File: src/hw/rtl/microwire_eeprom_master_top_macros.svh
// assertion macros shared by the microwire master rtl
// the checked signals are sampled on clk_i; MW_ASSERT ignores them while rst_ni is low
`ifndef MICROWIRE_EEPROM_MASTER_TOP_MACROS_SVH
`define MICROWIRE_EEPROM_MASTER_TOP_MACROS_SVH

`ifndef SYNTHESIS

// property checked outside reset
`define MW_ASSERT(lbl, prop, msg) \
  lbl: assert property (@(posedge clk_i) disable iff (!rst_ni) prop) else $error(msg);

// property checked on every edge, reset included
`define MW_ASSERT_ALWAYS(lbl, prop, msg) \
  lbl: assert property (@(posedge clk_i) prop) else $error(msg);

`else

`define MW_ASSERT(lbl, prop, msg)
`define MW_ASSERT_ALWAYS(lbl, prop, msg)

`endif

`endif

File: src/hw/rtl/mw_pkg.sv
package mw_pkg;

  // item field widths as seen on the ports
  localparam int unsigned MODE_W      = 2;
  localparam int unsigned IDX_IN_W    = 6;
  localparam int unsigned WORD_W      = 16;
  localparam int unsigned POLL_W      = 14;

  // item mode codes (the unused code behaves as a tick)
  localparam logic [MODE_W-1:0] MODE_TICK  = 2'd0;
  localparam logic [MODE_W-1:0] MODE_READ  = 2'd1;
  localparam logic [MODE_W-1:0] MODE_WRITE = 2'd2;

  // start bit plus opcode heading each frame
  localparam logic [2:0] OP_READ  = 3'b110;
  localparam logic [2:0] OP_WRITE = 3'b101;
  localparam logic [2:0] OP_EWX   = 3'b100;  // ewen / ewds, told apart by the address bits

  // poll limit after reset, and the saturation point of the poll counter
  localparam logic [POLL_W-1:0] POLL_LIMIT_RST = 14'd10000;
  localparam logic [POLL_W-1:0] POLL_MAX       = 14'h3FFF;

  typedef struct packed {
    logic [MODE_W-1:0]   mode;
    logic [IDX_IN_W-1:0] word_index;
    logic [WORD_W-1:0]   write_word;
    logic                data_out_level;
  } mw_in_t;

  typedef struct packed {
    logic              chip_select;
    logic              serial_clock;
    logic              data_in_level;
    logic              busy_res;
    logic              done_res;
    logic [WORD_W-1:0] read_result;
    logic              write_ok;
    logic              rejected;
  } mw_out_t;

endpackage

File: src/hw/rtl/mw_core.sv
`include "microwire_eeprom_master_top_macros.svh"

module mw_core import mw_pkg::*; #(
  parameter int unsigned ADDR_BITS = 6,
  parameter int unsigned DATA_BITS = 16
) (
  input  logic              clk_i,
  input  logic              rst_ni,
  input  logic              cfg_we_i,
  input  logic [POLL_W-1:0] cfg_wdata_i,
  input  logic              item_valid_i,
  input  mw_in_t            item_i,
  output mw_out_t           res_o
);

  localparam int unsigned CMD_LEN   = ADDR_BITS + 3;
  localparam int unsigned FRAME_LEN = CMD_LEN + DATA_BITS;
  localparam int unsigned CNT_W     = $clog2(FRAME_LEN + 1);
  localparam int unsigned IDX_W     = $clog2(FRAME_LEN);

  typedef enum logic [3:0] {
    ST_IDLE     = 4'd0,
    ST_EWEN     = 4'd1,
    ST_GAP_W    = 4'd2,
    ST_WRITE    = 4'd3,
    ST_DUM_RISE = 4'd4,
    ST_DUM_FALL = 4'd5,
    ST_POLL_SEL = 4'd6,
    ST_POLL     = 4'd7,
    ST_GAP_D    = 4'd8,
    ST_EWDS     = 4'd9,
    ST_RD_ADDR  = 4'd10,
    ST_RD_DATA  = 4'd11
  } step_e;

  step_e                step_q, step_d;
  logic [FRAME_LEN-1:0] shift_q, shift_d;
  logic [CNT_W-1:0]     cnt_q, cnt_d;
  logic                 phase_q, phase_d;
  logic [DATA_BITS-1:0] acc_q, acc_d;
  logic [POLL_W-1:0]    poll_q, poll_d;
  logic                 cs_q, cs_d;
  logic                 sclk_q, sclk_d;
  logic                 di_q, di_d;
  logic [POLL_W-1:0]    limit_q;

  // frame bit at position cnt - 1, zero once the counter is empty
  function automatic logic frame_bit(step_e st, logic [FRAME_LEN-1:0] shf,
                                     logic [CNT_W-1:0] cnt);
    logic [FRAME_LEN-1:0] pat;
    logic [IDX_W-1:0]     idx;
    case (st)
      ST_EWEN: pat = FRAME_LEN'({OP_EWX, {ADDR_BITS{1'b1}}});
      ST_EWDS: pat = FRAME_LEN'({OP_EWX, {ADDR_BITS{1'b0}}});
      default: pat = shf;
    endcase
    idx = IDX_W'(cnt - 1'b1);
    return (cnt != '0) && pat[idx];
  endfunction

  logic                 is_cmd;
  logic [ADDR_BITS-1:0] addr;
  logic [DATA_BITS-1:0] word;
  logic [CNT_W-1:0]     cnt_dec;
  logic                 frame_end;
  logic                 bit_next;
  logic [POLL_W-1:0]    limit;
  logic [POLL_W-1:0]    poll_inc;
  logic [DATA_BITS-1:0] acc_shift;
  logic                 done;
  logic                 wok;
  logic                 rej;
  logic [DATA_BITS-1:0] rd;

  // shared pieces of the half bit step
  assign is_cmd    = (item_i.mode == MODE_READ) || (item_i.mode == MODE_WRITE);
  assign addr      = ADDR_BITS'(item_i.word_index);
  assign word      = DATA_BITS'(item_i.write_word);
  assign cnt_dec   = (cnt_q != '0) ? cnt_q - 1'b1 : cnt_q;
  assign frame_end = phase_q && (cnt_dec == '0);
  assign bit_next  = frame_bit(step_q, shift_q, cnt_dec);
  assign limit     = (limit_q == '0) ? POLL_W'(1) : limit_q;
  assign poll_inc  = (poll_q != POLL_MAX) ? poll_q + 1'b1 : poll_q;
  assign acc_shift = {acc_q[DATA_BITS-2:0], item_i.data_out_level};

  // sequencer next state for one item
  always_comb begin
    step_d  = step_q;
    shift_d = shift_q;
    cnt_d   = cnt_q;
    phase_d = phase_q;
    acc_d   = acc_q;
    poll_d  = poll_q;
    cs_d    = cs_q;
    sclk_d  = sclk_q;
    di_d    = di_q;
    done    = 1'b0;
    wok     = 1'b0;
    rej     = 1'b0;
    rd      = '0;
    if (item_valid_i) begin
      if (is_cmd) begin
        if (step_q != ST_IDLE) begin
          rej = 1'b1;
        end else begin
          phase_d = 1'b0;
          cnt_d   = CNT_W'(CMD_LEN);
          acc_d   = '0;
          poll_d  = '0;
          cs_d    = 1'b1;
          sclk_d  = 1'b0;
          di_d    = 1'b1;
          if (item_i.mode == MODE_WRITE) begin
            shift_d = {OP_WRITE, addr, word};
            step_d  = ST_EWEN;
          end else begin
            shift_d = FRAME_LEN'({OP_READ, addr});
            step_d  = ST_RD_ADDR;
          end
        end
      end else begin
        case (step_q)
          ST_IDLE: begin
            step_d = ST_IDLE;
          end
          ST_EWEN, ST_WRITE, ST_EWDS, ST_RD_ADDR: begin
            phase_d = !phase_q;
            sclk_d  = !phase_q;
            if (phase_q) begin
              cnt_d = cnt_dec;
              if (!frame_end) begin
                di_d = bit_next;
              end else begin
                case (step_q)
                  ST_EWEN: begin
                    cs_d   = 1'b0;
                    step_d = ST_GAP_W;
                  end
                  ST_WRITE: begin
                    cs_d   = 1'b0;
                    di_d   = 1'b0;
                    step_d = ST_DUM_RISE;
                  end
                  ST_EWDS: begin
                    cs_d   = 1'b0;
                    step_d = ST_IDLE;
                    done   = 1'b1;
                    wok    = acc_q[0];
                  end
                  default: begin
                    step_d = ST_RD_DATA;
                    cnt_d  = CNT_W'(DATA_BITS);
                    acc_d  = '0;
                  end
                endcase
              end
            end
          end
          ST_GAP_W: begin
            step_d  = ST_WRITE;
            cnt_d   = CNT_W'(FRAME_LEN);
            phase_d = 1'b0;
            cs_d    = 1'b1;
            di_d    = frame_bit(ST_WRITE, shift_q, CNT_W'(FRAME_LEN));
          end
          ST_DUM_RISE: begin
            sclk_d = 1'b1;
            step_d = ST_DUM_FALL;
          end
          ST_DUM_FALL: begin
            sclk_d = 1'b0;
            step_d = ST_POLL_SEL;
          end
          ST_POLL_SEL: begin
            cs_d   = 1'b1;
            poll_d = '0;
            step_d = ST_POLL;
          end
          ST_POLL: begin
            if (item_i.data_out_level) begin
              acc_d  = DATA_BITS'(1);
              cs_d   = 1'b0;
              step_d = ST_GAP_D;
            end else begin
              poll_d = poll_inc;
              if (poll_inc >= limit) begin
                acc_d  = '0;
                cs_d   = 1'b0;
                step_d = ST_GAP_D;
              end
            end
          end
          ST_GAP_D: begin
            step_d  = ST_EWDS;
            cnt_d   = CNT_W'(CMD_LEN);
            phase_d = 1'b0;
            cs_d    = 1'b1;
            di_d    = frame_bit(ST_EWDS, shift_q, CNT_W'(CMD_LEN));
          end
          ST_RD_DATA: begin
            phase_d = !phase_q;
            sclk_d  = !phase_q;
            if (phase_q) begin
              acc_d = acc_shift;
              cnt_d = cnt_dec;
              if (cnt_dec == '0) begin
                cs_d   = 1'b0;
                step_d = ST_IDLE;
                done   = 1'b1;
                rd     = acc_shift;
              end
            end
          end
          default: begin
            step_d = ST_IDLE;
          end
        endcase
      end
    end
  end

  // result of the item, taken by the output queue
  always_comb begin
    res_o.chip_select   = cs_d;
    res_o.serial_clock  = sclk_d;
    res_o.data_in_level = di_d;
    res_o.busy_res      = (step_d != ST_IDLE);
    res_o.done_res      = done;
    res_o.read_result   = WORD_W'(rd);
    res_o.write_ok      = wok;
    res_o.rejected      = rej;
  end

  // sequencer state and pin registers
  always_ff @(posedge clk_i or negedge rst_ni) begin
    if (!rst_ni) begin
      step_q  <= ST_IDLE;
      shift_q <= '0;
      cnt_q   <= '0;
      phase_q <= 1'b0;
      acc_q   <= '0;
      poll_q  <= '0;
      cs_q    <= 1'b0;
      sclk_q  <= 1'b0;
      di_q    <= 1'b0;
    end else begin
      step_q  <= step_d;
      shift_q <= shift_d;
      cnt_q   <= cnt_d;
      phase_q <= phase_d;
      acc_q   <= acc_d;
      poll_q  <= poll_d;
      cs_q    <= cs_d;
      sclk_q  <= sclk_d;
      di_q    <= di_d;
    end
  end

  // poll limit register
  always_ff @(posedge clk_i or negedge rst_ni) begin
    if (!rst_ni) begin
      limit_q <= POLL_LIMIT_RST;
    end else if (cfg_we_i) begin
      limit_q <= cfg_wdata_i;
    end
  end

  `MW_ASSERT(a_idle_cs_low, (step_q == ST_IDLE) |-> !cs_q, "select high while idle")
  `MW_ASSERT(a_cnt_range, cnt_q <= CNT_W'(FRAME_LEN), "bit counter beyond frame length")
  `MW_ASSERT(a_reject_holds, (item_valid_i && is_cmd && step_q != ST_IDLE) |=> $stable(step_q) && $stable(cnt_q) && $stable(phase_q), "rejected command moved the sequencer")
  `MW_ASSERT(a_done_idle, (item_valid_i && done) |=> (step_q == ST_IDLE) && !cs_q, "sequence end did not return to idle")

endmodule

File: src/hw/rtl/mw_obuf.sv
`include "microwire_eeprom_master_top_macros.svh"

module mw_obuf import mw_pkg::*; (
  input  logic    clk_i,
  input  logic    rst_ni,
  input  logic    push_i,
  input  mw_out_t push_data_i,
  output logic    full_o,
  output logic    out_valid_o,
  input  logic    out_ready_i,
  output mw_out_t out_data_o
);

  logic [1:0] count_q, count_d;
  mw_out_t    head_q;
  mw_out_t    tail_q;
  logic       pop;

  assign pop         = out_valid_o && out_ready_i;
  assign out_valid_o = (count_q != 2'd0);
  assign full_o      = (count_q == 2'd2);
  assign out_data_o  = head_q;

  // occupancy
  always_comb begin
    count_d = count_q;
    if (push_i && !pop) begin
      count_d = count_q + 2'd1;
    end else if (pop && !push_i) begin
      count_d = count_q - 2'd1;
    end
  end

  always_ff @(posedge clk_i or negedge rst_ni) begin
    if (!rst_ni) begin
      count_q <= 2'd0;
    end else begin
      count_q <= count_d;
    end
  end

  // two entry result store, head is presented on the port
  always_ff @(posedge clk_i) begin
    if (pop) begin
      if (push_i) begin
        head_q <= push_data_i;
      end else begin
        head_q <= tail_q;
      end
    end else if (push_i) begin
      if (count_q == 2'd0) begin
        head_q <= push_data_i;
      end else begin
        tail_q <= push_data_i;
      end
    end
  end

  `MW_ASSERT(a_count_range, count_q != 2'd3, "result queue count out of range")
  `MW_ASSERT(a_no_push_full, !(push_i && count_q == 2'd2), "transfer into a full result queue")
  `MW_ASSERT(a_head_held, (out_valid_o && !out_ready_i) |=> $stable(head_q), "waiting result changed")

endmodule

File: src/hw/rtl/microwire_eeprom_master_top.sv
// Microwire master for a three-wire serial EEPROM of 64 words of 16 bits. Every input
// transfer is one item: a tick that advances the serial link by one step, half a bit period
// while a frame shifts, or a read or write command, which is taken only while idle (a command
// while busy is dropped and flagged rejected). Every item yields exactly one result transfer
// with the pin levels after the step, busy, a done pulse and the read word or write status.
// Items are taken at one per clock; the whole sequencer step for an item is evaluated in the
// cycle it is accepted, and its result is registered in a two entry output queue and shown
// once earlier results are taken, so input ready drops only when that queue holds two
// unclaimed results. The user must write the poll limit register through cfg_we_i only while
// no sequence is running; the block does not enforce it. A value of zero acts as one.
module microwire_eeprom_master_top import mw_pkg::*; #(
  parameter int unsigned ADDR_BITS = 6,
  parameter int unsigned DATA_BITS = 16
) (
  input  logic              clk_i,
  input  logic              rst_ni,
  input  logic              cfg_we_i,
  input  logic [POLL_W-1:0] cfg_wdata_i,
  input  logic              in_valid_i,
  output logic              in_ready_o,
  input  mw_in_t            in_data_i,
  output logic              out_valid_o,
  input  logic              out_ready_i,
  output mw_out_t           out_data_o
);

  logic    full;
  logic    in_xfer;
  mw_out_t res;

  assign in_ready_o = !full;
  assign in_xfer    = in_valid_i && in_ready_o;

  // sequencer
  mw_core #(
    .ADDR_BITS (ADDR_BITS),
    .DATA_BITS (DATA_BITS)
  ) u_core (
    .clk_i        (clk_i),
    .rst_ni       (rst_ni),
    .cfg_we_i     (cfg_we_i),
    .cfg_wdata_i  (cfg_wdata_i),
    .item_valid_i (in_xfer),
    .item_i       (in_data_i),
    .res_o        (res)
  );

  // result queue
  mw_obuf u_obuf (
    .clk_i       (clk_i),
    .rst_ni      (rst_ni),
    .push_i      (in_xfer),
    .push_data_i (res),
    .full_o      (full),
    .out_valid_o (out_valid_o),
    .out_ready_i (out_ready_i),
    .out_data_o  (out_data_o)
  );

endmodule

File: config.mk
export PLATFORM = sky130hd
export DESIGN_NAME = microwire_eeprom_master_top
export DESIGN_NICKNAME = d
export VERILOG_FILES = /design/src/hw/rtl/mw_pkg.sv /design/src/hw/rtl/mw_core.sv /design/src/hw/rtl/mw_obuf.sv /design/src/hw/rtl/microwire_eeprom_master_top.sv
export VERILOG_INCLUDE_DIRS = /design/src /design/src/hw/rtl
export SDC_FILE = /design/constraint.sdc
export NUM_CORES = 1
export LEC_CHECK = 0
export BUFFER_PORTS_ARGS = -buffer_cell sky130_fd_sc_hd__buf_2
export CAP_MARGIN = 20
export CORE_MARGIN = 5
export CORE_UTILIZATION = 46
export CTS_CLUSTER_SIZE = 24
export DETAILED_ROUTE_END_ITERATION = 10
export GPL_TIMING_DRIVEN = 0
export PLACE_DENSITY = 0.79
export SYNTH_ARGS = -nofsm -noshare
export SYNTH_HDL_FRONTEND = slang
export SYNTH_SLANG_ARGS = --single-unit
export TNS_END_PERCENT = 50
File: constraint.sdc
create_clock -name clk_i -period 4.27 [get_ports clk_i]
set_input_delay 0.6405 -clock clk_i [delete_from_list [all_inputs] [get_ports clk_i]]
set_output_delay 0.6405 -clock clk_i [all_outputs]
set_load 0.05 [all_outputs]
# Yosys cells after proc, flatten, opt, wreduce, memory -nomap -nowiden

Index checks and enable logic that the tools add are counted.

Memories kept: 0
Bits in read-only memories: 0
Input bits: 44
Output and inout port bits: 25
Bits in latches: 0
RAM bits: 0
Register bits after elaboration: 129
Word-level logic and storage cells: 185

Bitwise logic cells: 3
Divide/modulo/power cells: 0
Equality and inequality tests: 22
Shifts and indexed selects: 0
$add $sub $neg: 5
Multipliers: 0
Reductions and logical operators: 38
Multiplexer cells: 88
Magnitude comparators: 2

Operators with widths:

| operator                                             | count |
|---|---|
| two-way mux 15 bit                                   | 8 |
| two-way mux 23 bit                                   | 4 |
| two-way mux 14 bit                                   | 5 |
| two-way mux 16 bit                                   | 4 |
| case mux 25 bit (2 select lines)                     | 1 |
| case mux 15 bit (3 select lines)                     | 1 |
| two-way mux 4 bit                                    | 10 |
| two-way mux 1 bit                                    | 35 |
| two-way mux 5 bit                                    | 7 |
| case mux 4 bit (8 select lines)                      | 1 |
| case mux 14 bit (2 select lines)                     | 1 |
| two-way mux 25 bit                                   | 1 |
| case mux 5 bit (4 select lines)                      | 1 |
| equality test 4 x 3 -> 1 bit (second input constant) | 4 |
| equality test 4 bit (second input constant)          | 4 |
| nonzero test 5 bit                                   | 3 |
| adder 14 x 1 -> 14 bit (second input constant)       | 1 |
| greater-or-equal comparator 14 bit                   | 1 |
| zero test 14 bit                                     | 1 |
| != test 14 bit (second input constant)               | 1 |
| case mux 4 bit (3 select lines)                      | 1 |
| nonzero test 4 bit                                   | 3 |
| subtractor 5 x 1 -> 5 bit (second input constant)    | 2 |
| != test 3 x 1 -> 1 bit (second input constant)       | 3 |
| 32 further kinds                                     | 55 |

# Logic depth before layout (Yosys ltp)

Depth after elaboration: 14
Depth in mapped cells: 17

# Modules after synthesis

Synthesis repeated with hierarchy kept, for this count alone.

Cells, all modules: 650
Area, all modules: 6723.9 um2

By module, submodules not included:

| module                      | instances | cells an instance | area each (um2) |
|---|---|---|---|
| mw_core                     | 1         | 562               | 4834.6 |
| mw_obuf                     | 1         | 86                | 1879.3 |
| microwire_eeprom_master_top | 1         | 2                 | 10.0 |

# Worst setup path before layout

No wires, ideal clock.

Path kind: register to register
From: register u_core.poll_q[3]
To: register u_obuf.head_q, in the netlist u_obuf.out_data_o[19], data pin
Required time: 4.011 ns
Stages on the path, launching flop included: 17
Arrival: 4.038 ns
Library setup time: 0.259 ns
Slack: -0.026 ns
Cell sequence: dfrtp_1 clkbuf_1 and4_1 nand4_1 nor4_2 nor2_1 and2_1 xor2_1 ha_1 o21a_1 nor2_1 or3b_2 o221ai_1 a311oi_1 a211o_1 or3_1 o31a_1

Word-level cells in the longest chain between the ends: 12
Elaborated cells on any way between the ends: 14
Classes of those cells: add/sub (1); order compare (1); eq/ne (1); mux (10); reduce/logical (1)

RTL lines:

| what                                                     | line           | RTL |
|---|---|---|
| from (decl)                                              | mw_core.sv:41  | `logic [POLL_W-1:0] poll_q, poll_d;` |
| from (signal assigned)                                   | mw_core.sv:252 | `poll_q <= poll_d;` |
| adder 14 x 1 -> 14 bit or != test 14 bit (tied branches) | mw_core.sv:83  | `assign poll_inc = (poll_q != POLL_MAX) ? poll_q + 1'b1 : poll_q;` |
| two-way mux 14 bit *                                     | mw_core.sv:83  |  |
| greater-or-equal comparator 14 bit *                     | mw_core.sv:186 | `if (poll_inc >= limit) begin` |
| two-way mux 4 bit *                                      | mw_core.sv:186 |  |
| two-way mux 4 bit *                                      | mw_core.sv:180 | `if (item_i.data_out_level) begin` |
| case mux 4 bit (8 select lines) *                        | mw_core.sv:122 | `case (step_q)` |
| two-way mux 4 bit *                                      | mw_core.sv:102 | `if (is_cmd) begin` |
| two-way mux 4 bit *                                      | mw_core.sv:101 | `if (item_valid_i) begin` |
| via u_core.step_d[2]                                     | mw_core.sv:36  | `step_e step_q, step_d;` |
| nonzero test 4 bit *                                     | mw_core.sv:227 | `res_o.busy_res = (step_d != ST_IDLE);` |
| two-way mux 23 bit                                       | mw_obuf.sv:51  | `if (count_q == 2'd0) begin` |
| two-way mux 23 bit                                       | mw_obuf.sv:50  | `end else if (push_i) begin` |
| two-way mux 23 bit *                                     | mw_obuf.sv:44  | `if (pop) begin` |
| to (signal assigned)                                     | mw_obuf.sv:46  | `head_q <= push_data_i;` |
| to (signal assigned)                                     | mw_obuf.sv:48  | `head_q <= tail_q;` |
| to (signal assigned)                                     | mw_obuf.sv:52  | `head_q <= push_data_i;` |
| to (decl)                                                | mw_obuf.sv:15  | `mw_out_t head_q;` |

Mark *: on every way through the listed nets, which the timed path passes. The rest lies on a longest branch. The select of a mux whose other input is x is not followed.
A chain may end at the register's enable or synchronous reset.

# Worst setup path after layout

From: register u_core.poll_q[4]
To: register u_obuf.head_q, in the netlist u_obuf.out_data_o[19], data pin

Same word-level chain as after synthesis.

==> impl.org <==
** Synthesis
- In this run, synthesis produced a sequential element count of about 130.
- Count leader, synth :: nand2_1
- Of the synthesized area, sequential elements account for 0.494.
- Yosys top cell area share :: 0.275
- By count the netlist is led by 102 x nand2_1, 76 x dfrtp_1, 71 x o21ai_0.
- Largest area contributor in the netlist :: dfrtp_1
- In this run the mean area of a mapped cell was 9.98 sq um.
- Share of flip-flops with an asynchronous set or reset after synthesis :: 0.638
- Summed instance area of the synthesized netlist :: 0.00692 sq mm
- YS warnings :: 0
- The most used flip-flop cell after synthesis is dfrtp_1.
- Counting distinct cell types in the post-synthesis netlist gives 69.
- By area the synthesized netlist is led by dfrtp_1 27%, edfxtp_1 20%, nand2_1 5.5%, o21ai_0 5.1%, mux2_2 4.6%.
- Number of enable flip-flop cells after synthesis :: 46
- Synthesis handed over a netlist of 693 instances.
- Synthesis produced a netlist with a net count of 756.

** Global route
- GR Util All Layers :: 0.178
- Antenna violations before repair :: 0
- The number of global-route vias before repair was 5279.
- Overflow after GRT :: 0
- Wire length of the first global-routing pass :: 25.5 mm
- Entering global routing, the biggest net connects 56 pins.

** Timing
- Final critical-path share of the clock period :: 0.984
- Setup violations remaining at the end of the flow were counted as 0.
- The worst path needs 4200 ps of the cycle, external delays included.
- For this run, the top clock speed supported by timing is 238 MHz.
- Largest clock skew in the final design :: about 14 ps
- The max-slew violation count was 0.
- Endpoints failing hold :: 0
- Hold is met by ~140 ps.
- Slew at the pin closest to its max-slew limit :: 1010 ps
- Setup repair after global routing could not meet its margin everywhere.
- Rel. slew slack :: 0.323

** Critical path
- Crit path launch :: u_core.poll_q[4]$_DFFE_PN0P_
- For flop-to-flop paths, the worst setup slack is just under 70 ps.
- Kind of launch point of the worst setup path :: flop
- Path depth of the worst reg2reg path :: 15
- By startpoint and endpoint, the worst setup path is classified as reg2reg.
- For this run, the slowest stage of the critical path takes approximately 440 ps.
- Maximum fanout encountered on the critical timing path :: 7
- STA classifies the critical path endpoint as a flop.
- On the critical path, the stage with the largest delay is an instance of or3_4.
- Data on the critical path arrives at its endpoint at between 4000 and 5000 ps.
- WP data required :: approximately 4400 ps
- The worst register-to-register path begins at u_core.poll_q[4]$_DFFE_PN0P_.
- Walking the worst path, the cells encountered are and4_1 > nand4_1 > nor4_4 > buf_4 > or2_2 > nor2_1 > xor2_1 > ha_1 > nand3_1 > or3b_4 > o221ai_4 > a311o_1 > o211ai_1 > or3_4 > o31a_1.
- Endpoint of the worst-slack reg-to-reg timing path :: u_obuf.out_data_o[19]$_DFFE_PP_

** Pwr
- The analysis attributes to cell leakage a power of 3.71 nW.
- Worst IR drop on VDD :: 0.000347 V
- Power density cells :: around 610 mW/mm^2

** Run
- Max-cap violation count :: 0

** Placement
- The placed instances occupy a cell area of around 0.0076 sq mm.
- Summed over all nets, the half-perimeter wirelength after detailed placement is roughly 11 mm.
- Final weighted congestion in routability-driven placement :: just under 0.9
- Buffers placed on the I/O ports in this run total 67.

** Clocking
- Root cell of the clock tree :: clkbuf_16
- Clk Latency, worst-skew pair :: between 400 and 500 ps
- Buffers inserted to repair hold after CTS numbered 0.
- After clock tree synthesis, the clock-pin slew on the worst setup and hold paths is approximately 60 ps.
- Total number of clock tree sinks :: roughly 130
- TritonCTS built the clock tree.
- Counting along the longest clock path gives a buffer depth of 2.
- Clock buffers created by TritonCTS :: 17
- CTS HTree Levels :: 4

** Hold path
- Classification of the worst-slack hold path :: in2async

** Final layout
- Number of antenna repair diodes :: 0
- In the final layout, the share of cells above drive strength 1 is 0.221.
- Relative to the synthesized area, the layout overhead comes to 20.6%.
- Design area :: roughly 0.0083 sq mm
- Count of nets after finishing :: 860
- Area occupied by registers :: 0.00342 sq mm
- The filler cells instantiated in the layout total ~1300.
- Area of the multi-input gates :: 0.00328 sq mm

** Detailed routing
- Total number of vias :: 5587
- Final ANT Viol Nets :: 0
- After detailed routing, the number of remaining DRC violations is 0.
- Vias per inst :: between 5 and 6
- Number of DRC violations after detailed-routing iteration 0 :: approximately 400
- Post-detailed-routing wire length :: 15.9 mm
- First-pass detailed-route iteration total :: 5
- Avg WL per Cell :: between 15 and 20 microns

** Floorplan
- In this run the core area contains 44 standard-cell rows.
- Initial standard-cell utilization of the core :: 0.472
- Boundary pin count :: slightly below 70
- Die Ht :: between 100 and 150 microns
- The floorplan step defined a die boundary enclosing around 0.018 sq mm.
- The core region is roughly 0.015 sq mm.
- Die X :: about 130 microns

** Status
- The run finished with clean final reports.
-- power by group --
group          switching, mW  total, mW  internal [mW]
sequential             0.144       1.73           1.58
clock                  0.566       1.43          0.868
combinational           1.23       1.89          0.660
total                   1.94       5.05           3.11
-- per-layer routing --
layer,wire length (microns),vias to the layer above,GRT usage
met5,0,-,0
met4,278,0,0.0560
met3,799,22,0.0418
met2,7340,181,0.276
met1,7500,2678,0.248
li1,-,2706,-
-- layout by cell type, fill, tap and decap left out, drive strengths merged, types with 4 or more instances in the layout --
master  Yosys  routed
and2        5       5
and4        5       5
dfstp       5       5
xnor2      13      13
or3         7       7
ha         19      19
a21oi      16      16
nand2     102     102
xor2        5       5
a21o        7       7
a31oi      10      10
nor4        6       6
dfrtp      76      76
clkinv      0       6
buf         6      93
nor2       43      43
and3       20      20
o31ai      10      10
nand3      10      10
or2         5       5
o21ai      74      74
edfxtp     46      46
nor2b       5       5
inv        43      47
clkbuf     31      47
mux2       28      28
nor3        6       6
a211o       5       5
a22o        6       6
nand2b      4       4
mux2i      25      25
nand4       5       5
-- cell type report --
type | count | area share
well taps | 184 | 0.0276
inverters | 43 | 0.0193
flip-flops and latches | 127 | 0.410
multi-input cells | 486 | 0.393
clock inverters | 14 | 0.0187
clock buffers | 18 | 0.0514
plain buffers | 35 | 0.0174
repair buffers | 87 | 0.0627
-- timing repair --
action / 4_1_cts / 5_1_grt
setup buffers: 2 / 15
setup endpoints to repair: 19 / 17
gates resized for setup: 4 / 11
pin swaps: 1 / 2
gates cloned: 0 / 0
-- sequential cells by signal (all words and copies together) (netlist names) --
register / count
u_core.cnt_q: 5
u_obuf.out_data_o: 23
u_obuf.count_q: 2
u_core.sclk_q: 1
u_core.poll_q: 14
u_core.cs_q: 1
u_core.shift_q: 23
u_core.di_q: 1
u_core.phase_q: 1
u_core.limit_q: 14
u_core.step_q: 4
u_obuf.tail_q: 23
u_core.acc_q: 15
-- worst max-delay path: cells and delay by family (launching register included) --
family	cells	cell delay (ps)
and+or+nand+nor	8	2050
AOI/OAI and AO/OA	4	850
xor gates and xnor gates	1	150
DFF	1	410
buffers and inverters	1	170
adders and majority gates	1	310
-- cell families after synthesis --
group,after synthesis,synth area share
AND/OR/NAND/NOR,231,0.161
AO/OA/AOI/OAI,162,0.150
flip-flops,127,0.494
buffers and inverters,80,0.0454
multiplexers,56,0.0921
adder cells (fa/ha/maj),19,0.0344
XOR/XNOR,18,0.0239
-- worst max-delay path by stage --
stage | end | slack, ps | depth (start not counted)
floorplan | u_obuf.out_data_o[19]$_DFFE_PP_ | 80 | 16
global placement | u_obuf.out_data_o[19]$_DFFE_PP_ | -510 | 16
detailed placement | u_obuf.out_data_o[19]$_DFFE_PP_ | -530 | 16
CTS | u_obuf.out_data_o[20]$_DFFE_PP_ | 2 | 15
global route | u_obuf.out_data_o[19]$_DFFE_PP_ | -100 | 15
finish | u_obuf.out_data_o[19]$_DFFE_PP_ | 70 | 15
-- through the flow --
stage	util	instances	TNS [ps]	total power, mW	setup WS [ps]
finish	0.570	994	0	5.05	67.5
global route	0.570	994	-777	5.32	-105
CTS	0.558	980	0	5.03	1.91
detailed placement	0.516	947	-6550	3.57	-531
global placement	0.512	944	-5670	3.52	-505
floorplan	-	693	0	3.13	81.5
(Power assumes the default switching activity.)
